$ cat config.mk
export PLATFORM = sky130hd
export DESIGN_NAME = mesh_duplicate_broadcast_filter
export DESIGN_NICKNAME = d
export VERILOG_FILES = /design/src/sv/mdbf_pkg.sv /design/src/sv/mdbf_front.sv /design/src/sv/mdbf_back.sv /design/src/sv/mesh_duplicate_broadcast_filter.sv
export SDC_FILE = /design/constraint.sdc
export NUM_CORES = 2
export LEC_CHECK = 0
export BUFFER_PORTS_ARGS = -buffer_cell sky130_fd_sc_hd__buf_2
export CAP_MARGIN = 20
export CORE_ASPECT_RATIO = 0.9
export CORE_UTILIZATION = 30
export DETAILED_ROUTE_END_ITERATION = 16
export GPL_TIMING_DRIVEN = 0
export HOLD_SLACK_MARGIN = 0.03
export PLACE_DENSITY_LB_ADDON = 0.15
export SLEW_MARGIN = 30
export SYNTH_ARGS = -nofsm -noshare
export SYNTH_HDL_FRONTEND = slang
export SYNTH_SLANG_ARGS = --single-unit
export TNS_END_PERCENT = 10
$ cat constraint.sdc
create_clock -name clk_i -period 13.05 [get_ports clk_i]
set_input_delay 2.61 -clock clk_i [delete_from_list [all_inputs] [get_ports clk_i]]
set_output_delay 2.61 -clock clk_i [all_outputs]
set_load 0.1 [all_outputs]
$ cat src/sv/mdbf_pkg.sv
// ----------------------------------------------------------------------------
// mdbf_pkg: shared types and constants
// Item layouts, register indexes, history sizing and the back-end state
// type of the mesh duplicate broadcast filter.
// ----------------------------------------------------------------------------
package mdbf_pkg;

  // History and known-sender sizing
  localparam int HISTORY_DEPTH = 16;
  localparam int KNOWN_SENDERS = 4;
  localparam int HIST_AW = (HISTORY_DEPTH > 1) ? $clog2(HISTORY_DEPTH) : 1;
  localparam int FILL_W  = $clog2(HISTORY_DEPTH + 1);
  localparam int SLOT_IW = (KNOWN_SENDERS > 1) ? $clog2(KNOWN_SENDERS) : 1;
  localparam int SENDER_REGS = 4;

  // Queue between front and back
  localparam int QUEUE_DEPTH = 2;
  localparam int QUEUE_AW = $clog2(QUEUE_DEPTH);
  localparam int QUEUE_CW = $clog2(QUEUE_DEPTH + 1);

  // Payload minimum and special codes
  localparam logic [7:0]  MIN_PAYLOAD  = 8'd8;
  localparam logic [2:0]  UNKNOWN_SLOT = 3'd4;
  localparam logic [0:0]  CMD_RECEIVE  = 1'b0;
  localparam logic [0:0]  CMD_RECORD   = 1'b1;

  // Configuration port
  localparam int CFG_IW = 3;
  localparam int CFG_DW = 16;
  localparam logic [CFG_IW-1:0] CFG_MODE     = 3'd0;
  localparam logic [CFG_IW-1:0] CFG_BCAST    = 3'd1;
  localparam logic [CFG_IW-1:0] CFG_SENDER_A = 3'd2;
  localparam logic [CFG_IW-1:0] CFG_SENDER_B = 3'd3;
  localparam logic [CFG_IW-1:0] CFG_SENDER_C = 3'd4;
  localparam logic [CFG_IW-1:0] CFG_SENDER_D = 3'd5;
  localparam logic [CFG_IW-1:0] CFG_COLORS   = 3'd6;

  // Register reset values
  localparam logic [15:0] BCAST_RESET = 16'hFFFF;
  localparam logic [14:0] COLOR_RESET = 15'h5C54;
  localparam logic [SENDER_REGS-1:0][15:0] SENDER_RESET =
    {16'h5384, 16'hCD00, 16'h7200, 16'h8C18};

  // Input item
  typedef struct packed {
    logic [0:0]  cmd;
    logic [15:0] packet_destination;
    logic [31:0] payload_counter;
    logic [31:0] payload_sender;
    logic [7:0]  payload_size;
  } in_item_t;

  // Result item
  typedef struct packed {
    logic        is_unique;
    logic        retransmit;
    logic        size_error;
    logic        indicate;
    logic [2:0]  led_color;
    logic [2:0]  sender_slot;
    logic [15:0] sender_count;
    logic [15:0] concentrator_address;
  } res_item_t;

  // Classified item handed from front to back
  typedef struct packed {
    logic        record;    // own broadcast, store without check
    logic        check;     // look up in history
    logic        retx_ok;   // endpoint mode
    logic        is_bcast;
    logic        size_ok;
    logic [2:0]  slot;
    logic [2:0]  color;
    logic [15:0] sender16;
    logic [63:0] pair;      // {sender, counter}
  } job_t;

  // Back-end sequencer
  typedef enum logic [1:0] {
    B_IDLE,
    B_SCAN,
    B_DONE
  } back_state_e;

  // Advance a history index with wrap
  function automatic logic [HIST_AW-1:0] hist_inc(input logic [HIST_AW-1:0] ptr);
    logic [HIST_AW-1:0] nxt;
    if (ptr == HIST_AW'(HISTORY_DEPTH - 1)) begin
      nxt = '0;
    end else begin
      nxt = ptr + 1'b1;
    end
    return nxt;
  endfunction

endpackage

$ cat src/sv/mdbf_front.sv
// ----------------------------------------------------------------------------
// mdbf_front: register file, classifier and item queue
// Holds the configuration registers, classifies each accepted item (history
// check, size, known-sender slot and color) and queues it for the back end.
// ----------------------------------------------------------------------------
module mdbf_front import mdbf_pkg::*; (
  input  logic              clk_i,
  input  logic              rst_ni,
  input  logic              cfg_we_i,
  input  logic [CFG_IW-1:0] cfg_idx_i,
  input  logic [CFG_DW-1:0] cfg_wdata_i,
  input  logic              push_i,
  output logic              full_o,
  input  in_item_t          item_i,
  output logic              job_vld_o,
  input  logic              job_take_i,
  output job_t              job_o
);

  logic                         mode_q;
  logic [15:0]                  bcast_q;
  logic [SENDER_REGS-1:0][15:0] sender_q;
  logic [14:0]                  colors_q;

  job_t                         fifo_q [QUEUE_DEPTH];
  logic [QUEUE_AW-1:0]          wptr_q, rptr_q;
  logic [QUEUE_CW-1:0]          cnt_q;
  job_t                         job_d;
  logic                         wr_en, rd_en;

  // Configuration registers
  always_ff @(posedge clk_i or negedge rst_ni) begin
    if (!rst_ni) begin
      mode_q   <= 1'b0;
      bcast_q  <= BCAST_RESET;
      sender_q <= SENDER_RESET;
      colors_q <= COLOR_RESET;
    end else if (cfg_we_i) begin
      unique case (cfg_idx_i)
        CFG_MODE:     mode_q      <= cfg_wdata_i[0];
        CFG_BCAST:    bcast_q     <= cfg_wdata_i;
        CFG_SENDER_A: sender_q[0] <= cfg_wdata_i;
        CFG_SENDER_B: sender_q[1] <= cfg_wdata_i;
        CFG_SENDER_C: sender_q[2] <= cfg_wdata_i;
        CFG_SENDER_D: sender_q[3] <= cfg_wdata_i;
        CFG_COLORS:   colors_q    <= cfg_wdata_i[14:0];
        default: ;
      endcase
    end
  end

  // Classification
  always_comb begin
    job_d          = '0;
    job_d.record   = (item_i.cmd == CMD_RECORD);
    job_d.is_bcast = (item_i.packet_destination == bcast_q);
    job_d.check    = (item_i.cmd == CMD_RECEIVE) && (mode_q || job_d.is_bcast);
    job_d.retx_ok  = !mode_q;
    job_d.size_ok  = (item_i.payload_size >= MIN_PAYLOAD);
    job_d.sender16 = item_i.payload_sender[15:0];
    job_d.pair     = {item_i.payload_sender, item_i.payload_counter};
    job_d.slot     = UNKNOWN_SLOT;
    job_d.color    = colors_q[14:12];
    // lowest matching slot wins: scan downward
    for (int i = KNOWN_SENDERS - 1; i >= 0; i--) begin
      if (sender_q[i] == item_i.payload_sender[15:0]) begin
        job_d.slot  = 3'(i);
        job_d.color = colors_q[3*i +: 3];
      end
    end
  end

  // Item queue
  assign full_o    = (cnt_q == QUEUE_CW'(QUEUE_DEPTH));
  assign job_vld_o = (cnt_q != '0);
  assign wr_en     = push_i && !full_o;
  assign rd_en     = job_take_i && job_vld_o;
  assign job_o     = fifo_q[rptr_q];

  always_ff @(posedge clk_i or negedge rst_ni) begin
    if (!rst_ni) begin
      wptr_q <= '0;
      rptr_q <= '0;
      cnt_q  <= '0;
    end else begin
      if (wr_en) begin
        wptr_q <= wptr_q + 1'b1;
      end
      if (rd_en) begin
        rptr_q <= rptr_q + 1'b1;
      end
      if (wr_en && !rd_en) begin
        cnt_q <= cnt_q + 1'b1;
      end else if (rd_en && !wr_en) begin
        cnt_q <= cnt_q - 1'b1;
      end
    end
  end

  always_ff @(posedge clk_i) begin
    if (wr_en) begin
      fifo_q[wptr_q] <= job_d;
    end
  end

endmodule

$ cat src/sv/mdbf_back.sv
// ----------------------------------------------------------------------------
// mdbf_back: history scan and state update
// Scans the seen-pair history one entry per cycle, then stores new pairs,
// updates the learned concentrator and sender counters and fills the
// one-entry result register.
// ----------------------------------------------------------------------------
module mdbf_back import mdbf_pkg::*; (
  input  logic      clk_i,
  input  logic      rst_ni,
  input  logic      job_vld_i,
  output logic      job_take_o,
  input  job_t      job_i,
  output logic      empty_o,
  input  logic      pop_i,
  output res_item_t result_o
);

  back_state_e                state_q, state_d;
  job_t                       job_q, job_d;
  logic [HIST_AW-1:0]         rd_ptr_q, rd_ptr_d;
  logic [FILL_W-1:0]          rd_cnt_q, rd_cnt_d;
  logic                       cmp_vld_q, cmp_vld_d;
  logic                       hit_q, hit_d;
  logic [63:0]                rd_data_q;
  logic [63:0]                hist_mem [HISTORY_DEPTH];

  logic [FILL_W-1:0]          fill_q, fill_d;
  logic [HIST_AW-1:0]         oldest_q, oldest_d;
  logic [15:0]                conc_q, conc_d;
  logic [KNOWN_SENDERS-1:0][15:0] counts_q, counts_d;
  logic                       out_vld_q, out_vld_d;
  res_item_t                  out_q, out_d;

  logic                       issue, match, out_free;
  logic                       mem_we;
  logic [HIST_AW-1:0]         wr_idx;
  logic [FILL_W:0]            wr_sum;
  logic                       is_unique, do_store, show;
  logic [SLOT_IW-1:0]         slot_idx;
  logic [15:0]                cnt_inc;

  // History write slot: next free entry, or the oldest once full
  always_comb begin
    wr_sum = (FILL_W + 1)'(oldest_q) + (FILL_W + 1)'(fill_q);
    if (wr_sum >= (FILL_W + 1)'(HISTORY_DEPTH)) begin
      wr_sum = wr_sum - (FILL_W + 1)'(HISTORY_DEPTH);
    end
    if (fill_q < FILL_W'(HISTORY_DEPTH)) begin
      wr_idx = wr_sum[HIST_AW-1:0];
    end else begin
      wr_idx = oldest_q;
    end
  end

  assign issue    = (rd_cnt_q < fill_q);
  assign match    = cmp_vld_q && (rd_data_q == job_q.pair);
  assign out_free = !out_vld_q || pop_i;
  assign slot_idx = job_q.slot[SLOT_IW-1:0];
  assign cnt_inc  = counts_q[slot_idx] + 16'd1;

  // Outcome of the finished item
  assign is_unique = !job_q.record && (!job_q.check || !hit_q);
  assign do_store  = job_q.record || (job_q.check && !hit_q);
  assign show      = is_unique && job_q.size_ok;

  // Sequencer: next state, scan control, state update and result
  always_comb begin
    state_d    = state_q;
    job_d      = job_q;
    rd_ptr_d   = rd_ptr_q;
    rd_cnt_d   = rd_cnt_q;
    cmp_vld_d  = 1'b0;
    hit_d      = hit_q;
    fill_d     = fill_q;
    oldest_d   = oldest_q;
    conc_d     = conc_q;
    counts_d   = counts_q;
    out_vld_d  = out_vld_q && !pop_i;
    out_d      = out_q;
    job_take_o = 1'b0;
    mem_we     = 1'b0;

    unique case (state_q)
      B_IDLE: begin
        if (job_vld_i) begin
          job_take_o = 1'b1;
          job_d      = job_i;
          rd_ptr_d   = oldest_q;
          rd_cnt_d   = '0;
          hit_d      = 1'b0;
          state_d    = job_i.check ? B_SCAN : B_DONE;
        end
      end
      B_SCAN: begin
        if (match) begin
          hit_d   = 1'b1;
          state_d = B_DONE;
        end else if (issue) begin
          rd_ptr_d  = hist_inc(rd_ptr_q);
          rd_cnt_d  = rd_cnt_q + 1'b1;
          cmp_vld_d = 1'b1;
        end else if (!cmp_vld_q) begin
          state_d = B_DONE;
        end
      end
      B_DONE: begin
        if (out_free) begin
          state_d   = B_IDLE;
          out_vld_d = 1'b1;
          // history store
          if (do_store) begin
            mem_we = 1'b1;
            if (fill_q < FILL_W'(HISTORY_DEPTH)) begin
              fill_d = fill_q + 1'b1;
            end else begin
              oldest_d = hist_inc(oldest_q);
            end
          end
          // result fields
          out_d.is_unique    = is_unique;
          out_d.retransmit   = is_unique && job_q.check && job_q.retx_ok;
          out_d.size_error   = is_unique && !job_q.size_ok;
          out_d.indicate     = show;
          out_d.led_color    = show ? job_q.color : 3'd0;
          out_d.sender_slot  = UNKNOWN_SLOT;
          out_d.sender_count = '0;
          if (show && job_q.is_bcast) begin
            conc_d = job_q.sender16;
          end
          if (show && job_q.slot != UNKNOWN_SLOT) begin
            counts_d[slot_idx] = cnt_inc;
            out_d.sender_slot  = job_q.slot;
            out_d.sender_count = cnt_inc;
          end
          out_d.concentrator_address = conc_d;
        end
      end
      default: state_d = B_IDLE;
    endcase
  end

  // Control and architectural state
  always_ff @(posedge clk_i or negedge rst_ni) begin
    if (!rst_ni) begin
      state_q   <= B_IDLE;
      rd_ptr_q  <= '0;
      rd_cnt_q  <= '0;
      cmp_vld_q <= 1'b0;
      hit_q     <= 1'b0;
      fill_q    <= '0;
      oldest_q  <= '0;
      conc_q    <= BCAST_RESET;
      counts_q  <= '0;
      out_vld_q <= 1'b0;
    end else begin
      state_q   <= state_d;
      rd_ptr_q  <= rd_ptr_d;
      rd_cnt_q  <= rd_cnt_d;
      cmp_vld_q <= cmp_vld_d;
      hit_q     <= hit_d;
      fill_q    <= fill_d;
      oldest_q  <= oldest_d;
      conc_q    <= conc_d;
      counts_q  <= counts_d;
      out_vld_q <= out_vld_d;
    end
  end

  // Payload registers
  always_ff @(posedge clk_i) begin
    job_q <= job_d;
    out_q <= out_d;
  end

  // History memory, registered read
  always_ff @(posedge clk_i) begin
    if (mem_we) begin
      hist_mem[wr_idx] <= job_q.pair;
    end
    rd_data_q <= hist_mem[rd_ptr_q];
  end

  assign empty_o  = !out_vld_q;
  assign result_o = out_q;

endmodule

$ cat src/sv/mesh_duplicate_broadcast_filter.sv
// ----------------------------------------------------------------------------
// mesh_duplicate_broadcast_filter: duplicate packet suppression for a mesh node
// Queue-style front end that classifies packets, and a back end that checks
// them against a FIFO history of seen (counter, sender) pairs.
// ----------------------------------------------------------------------------
// One item is worked at a time in the back end. An item that skips the
// history check goes from idle straight to the done state; a scanned item
// first passes the scan state, which reads one history entry per cycle
// through a registered memory read, and a hit ends the scan early.
// A finished item also waits while the previous result is still unpopped.
// A two-entry queue after the classifier takes new items while the back end
// is busy, and a one-entry result register holds a finished result until it
// is popped. History entries are valid through a fill count, so no clearing
// pass runs after reset. Registers must be written only while the block is
// idle; the block itself does not enforce this.
module mesh_duplicate_broadcast_filter import mdbf_pkg::*; (
  input  logic              clk_i,
  input  logic              rst_ni,
  input  logic              cfg_we_i,
  input  logic [CFG_IW-1:0] cfg_idx_i,
  input  logic [CFG_DW-1:0] cfg_wdata_i,
  input  logic              push,
  output logic              full,
  input  in_item_t          item_i,
  output logic              empty,
  input  logic              pop,
  output res_item_t         result_o
);

  logic job_vld, job_take;
  job_t job;

  // Front: registers, classifier, queue
  mdbf_front u_front (
    .clk_i       (clk_i),
    .rst_ni      (rst_ni),
    .cfg_we_i    (cfg_we_i),
    .cfg_idx_i   (cfg_idx_i),
    .cfg_wdata_i (cfg_wdata_i),
    .push_i      (push),
    .full_o      (full),
    .item_i      (item_i),
    .job_vld_o   (job_vld),
    .job_take_i  (job_take),
    .job_o       (job)
  );

  // Back: history scan and update
  mdbf_back u_back (
    .clk_i      (clk_i),
    .rst_ni     (rst_ni),
    .job_vld_i  (job_vld),
    .job_take_o (job_take),
    .job_i      (job),
    .empty_o    (empty),
    .pop_i      (pop),
    .result_o   (result_o)
  );

  // Retransmit only for unique packets
  assert property (@(posedge clk_i) disable iff (!rst_ni)
    !empty |-> (!result_o.retransmit || result_o.is_unique))
    else $error("retransmit on a dropped packet");

  // Size error and indication are exclusive
  assert property (@(posedge clk_i) disable iff (!rst_ni)
    !empty |-> !(result_o.size_error && result_o.indicate))
    else $error("size error with indication");

  // Unknown slot carries no count
  assert property (@(posedge clk_i) disable iff (!rst_ni)
    (!empty && result_o.sender_slot == UNKNOWN_SLOT) |-> result_o.sender_count == '0)
    else $error("count on unknown sender");

  // Back end takes an item only when the queue has one
  assert property (@(posedge clk_i) disable iff (!rst_ni)
    job_take |-> job_vld)
    else $error("take from empty queue");

endmodule

==> impl_metrics.tcl <==
set metrics [dict create \
    fin_area_um2 71900 \
    drv_slew 0 \
    rsz0062_at_grt "false" \
    synthTopCellsByArea "edfxtp_1, dfrtp_1, mux4_2, mux2_2, mux2i_1" \
    synth_edf_count 1291 \
    crit_family "simple AND/OR/NAND/NOR gates" \
    crit_fanout 17 \
    power_leakage_nw 23.9 \
    cts_setup_buffers 0 \
    cts.sinks 1558 \
    yosys.cell_count.top_type "edfxtp_1" \
    path_cells "buf_2 -> nand2b_1 -> nand2b_1 -> clkbuf_1 -> nor2_1 -> o21ai_1 -> nor2_4 -> buf_16 -> buf_16 -> buf_16" \
    crit_path_start_kind "input pin" \
    tightest_slew_ps 1030 \
    postPlaceCellArea_um2 66500 \
    io_pins 157 \
    ctsResizeCount 0 \
    syn_avg_cell_area_um2 18.1 \
    hold_viol 0 \
    drt_wl_total_mm 162 \
    path_class "input pin to register" \
    async_flop_share 0.130 \
    slowest_stage "nor2_4" \
    grt_max_degree 78 \
    required_ps 13550 \
    core_area_um2 199000 \
    crit_top_cell "buf_16" \
    drive_above_1_share 0.263 \
    clk_pin_slew_worst_paths_ps 60 \
    num_vias 31095 \
    grt_util_all_layers 0.161 \
    synth_seq_cells 1558 \
    grt_pass1_vias 32013 \
    skew_ps 46.9 \
    ir_drop_mv 0.102 \
    numCtsBuffers 171 \
    setup_viol 0 \
    synth_flop_cell "edfxtp_1" \
    mappedNetlistNets 3447 \
    die_area_um2 202000 \
    setup-tns-final_ps 0 \
    syn2layout_area_growth_pct 19.6 \
    min_period_ps 5460 \
    synth_top_area_frac 0.645 \
    syn_inst 3320 \
    status "finished clean" \
    die_h_um 427 \
    dpl.hpwl_mm 109 \
    cts-root-buf "clkbuf_16" \
    seq_area_frac_synth 0.752 \
    postRouteAntennaNets 0 \
    cts_buffer_depth 3 \
    max_freq_mhz 183 \
    io_buffer_count 151 \
    grt-ovfl-total 0 \
    dr.first_iter.drc_count 2475 \
    period_share 0.418 \
    die_w_um 474 \
    p_total_mw 15.9 \
    wire_per_inst_um 24.7 \
    start_util 0.303 \
    via_per_inst 4.75 \
    antenna_found_initial 4 \
    synth_top_area_cell "edfxtp_1" \
    holdBufCountCts 0 \
    firstDrtPassIters 5 \
    synth_common_cells "edfxtp_1, mux2_2, mux2i_1" \
    powerDensity_nw_per_um2 221 \
    synth_area_um2 60100 \
    cts_tree "yes" \
    drv_cap 0 \
    slowest_delay_ps 610 \
    nNetsFinal 3853 \
    drcViolationCount 0 \
    synth_cell_types 59 \
    htreeDepth 4 \
    rows 155 \
    crit_path_end_kind "register" \
    grt_first_pass_wirelength_mm 233 \
    path_buf_inv 5 \
    ys_warn_count 0 \
    slew_headroom 0.316 \
    worstPathArrival_ps 5950 \
    worstSkewPairLatency_ps 810 \
    nFillCells 18673 \
    min_path_type "register to register" \
    place.gp.congestion 0.735 \
]
[cell families (layout without fill, tap and decap cells)]
kind of cell | Yosys count | in the layout | synth area share
DFF | 1558 | 1558 | 0.752
other | 0 | 2 | 0
muxes | 600 | 600 | 0.135
buffers and inverters | 169 | 720 | 0.0115
adders and majority gates | 14 | 14 | 0.00304
xor gates and xnor gates | 170 | 170 | 0.0252
and+or+nand+nor | 382 | 382 | 0.0294
AOI/OAI and AO/OA | 427 | 427 | 0.0434
[worst min-delay path: stages (launching register included)]
cell	delay, ps
dfstp_2	360
nand2_1	50
nand2_1	50
[cell usage in the layout (no fill, tap or decap), types with 105 or more instances in the layout]
cell,instances
o21ai_0,164
mux2i_1,201
nand2_1,179
mux2_2,255
clkbuf_1,142
a21oi_1,105
xnor2_1,124
dfrtp_1,144
buf_2,186
edfxtp_1,1291
clkbuf_16,172
mux4_2,143
[metrics by stage]
stage	util	instances	setup slack (ps)	hold WS, ps
global placement	0.323	6140	1110	448
global route	0.362	6541	7460	472
CTS	0.362	6540	7540	458
detailed placement	0.335	6222	6670	447
floorplan	-	3320	6280	437
finish	0.362	6542	7590	457
[final timing paths]
kind	from	to	slack, ps	depth (start not counted)
max in group asynchronous	rst_ni	u_front.bcast_q[15]$_DFFE_PN1P_	10070	3
setup reg to reg	u_back.state_q[0]$_DFFE_PN0P_	u_back.hist_mem[2][22]$_DFFE_PP_	9010	9
setup / recovery	pop	u_back.hist_mem[2][22]$_DFFE_PP_	7590	10
hold / removal	u_back.conc_q[11]$_DFFE_PN1P_	u_back.conc_q[11]$_DFFE_PN1P_	460	2
min in group asynchronous	rst_ni	u_back.counts_q[37]$_DFFE_PN0P_	1770	1
hold reg to reg	u_back.conc_q[11]$_DFFE_PN1P_	u_back.conc_q[11]$_DFFE_PN1P_	460	2
[where the power goes]
group	internal [mW]	leakage, nW	switching, mW
clock network	2.61	2.60	2.01
logic	1.35	6.62	2.33
registers	6.80	14.6	0.809
total	10.8	23.9	5.15
[routing by layer]
layer,vias to the layer above,part of all wire,GRT usage
met3,188,0.048,0.0305
li1,13888,-,-
met1,16333,0.47,0.228
met5,-,0.000080,0
met2,684,0.46,0.252
met4,2,0.022,0.0425
[area by class of cell]
cell class | instances | area (um^2) | area share
Timing Repair Buffer | 233 | 2920 | 0.0406
Buffer | 153 | 651 | 0.00905
Inverter | 16 | 67.6 | 0.000940
Multi-Input combinational cell | 1593 | 14400 | 0.200
Antenna cell | 2 | 5.00 | 0.0000696
Clock inverter | 78 | 618 | 0.00860
Clock buffer | 240 | 4710 | 0.0655
Tap cell | 2669 | 3340 | 0.0465
Sequential cell | 1558 | 45200 | 0.629
[flip-flops by register name, indices dropped and copies added (netlist names), 4 cells and up]
signal	count
u_front.fifo_q	150
u_front.bcast_q	16
u_front.sender_q	64
u_back.job_q	75
u_back.rd_data_q	64
u_back.conc_q	16
u_back.rd_ptr_q	4
u_front.colors_q	15
u_back.counts_q	64
u_back.fill_q	5
u_back.result_o	42
u_back.rd_cnt_q	5
u_back.hist_mem	1024
u_back.oldest_q	4
No activity file was read; power rests on OpenSTA's default activity.
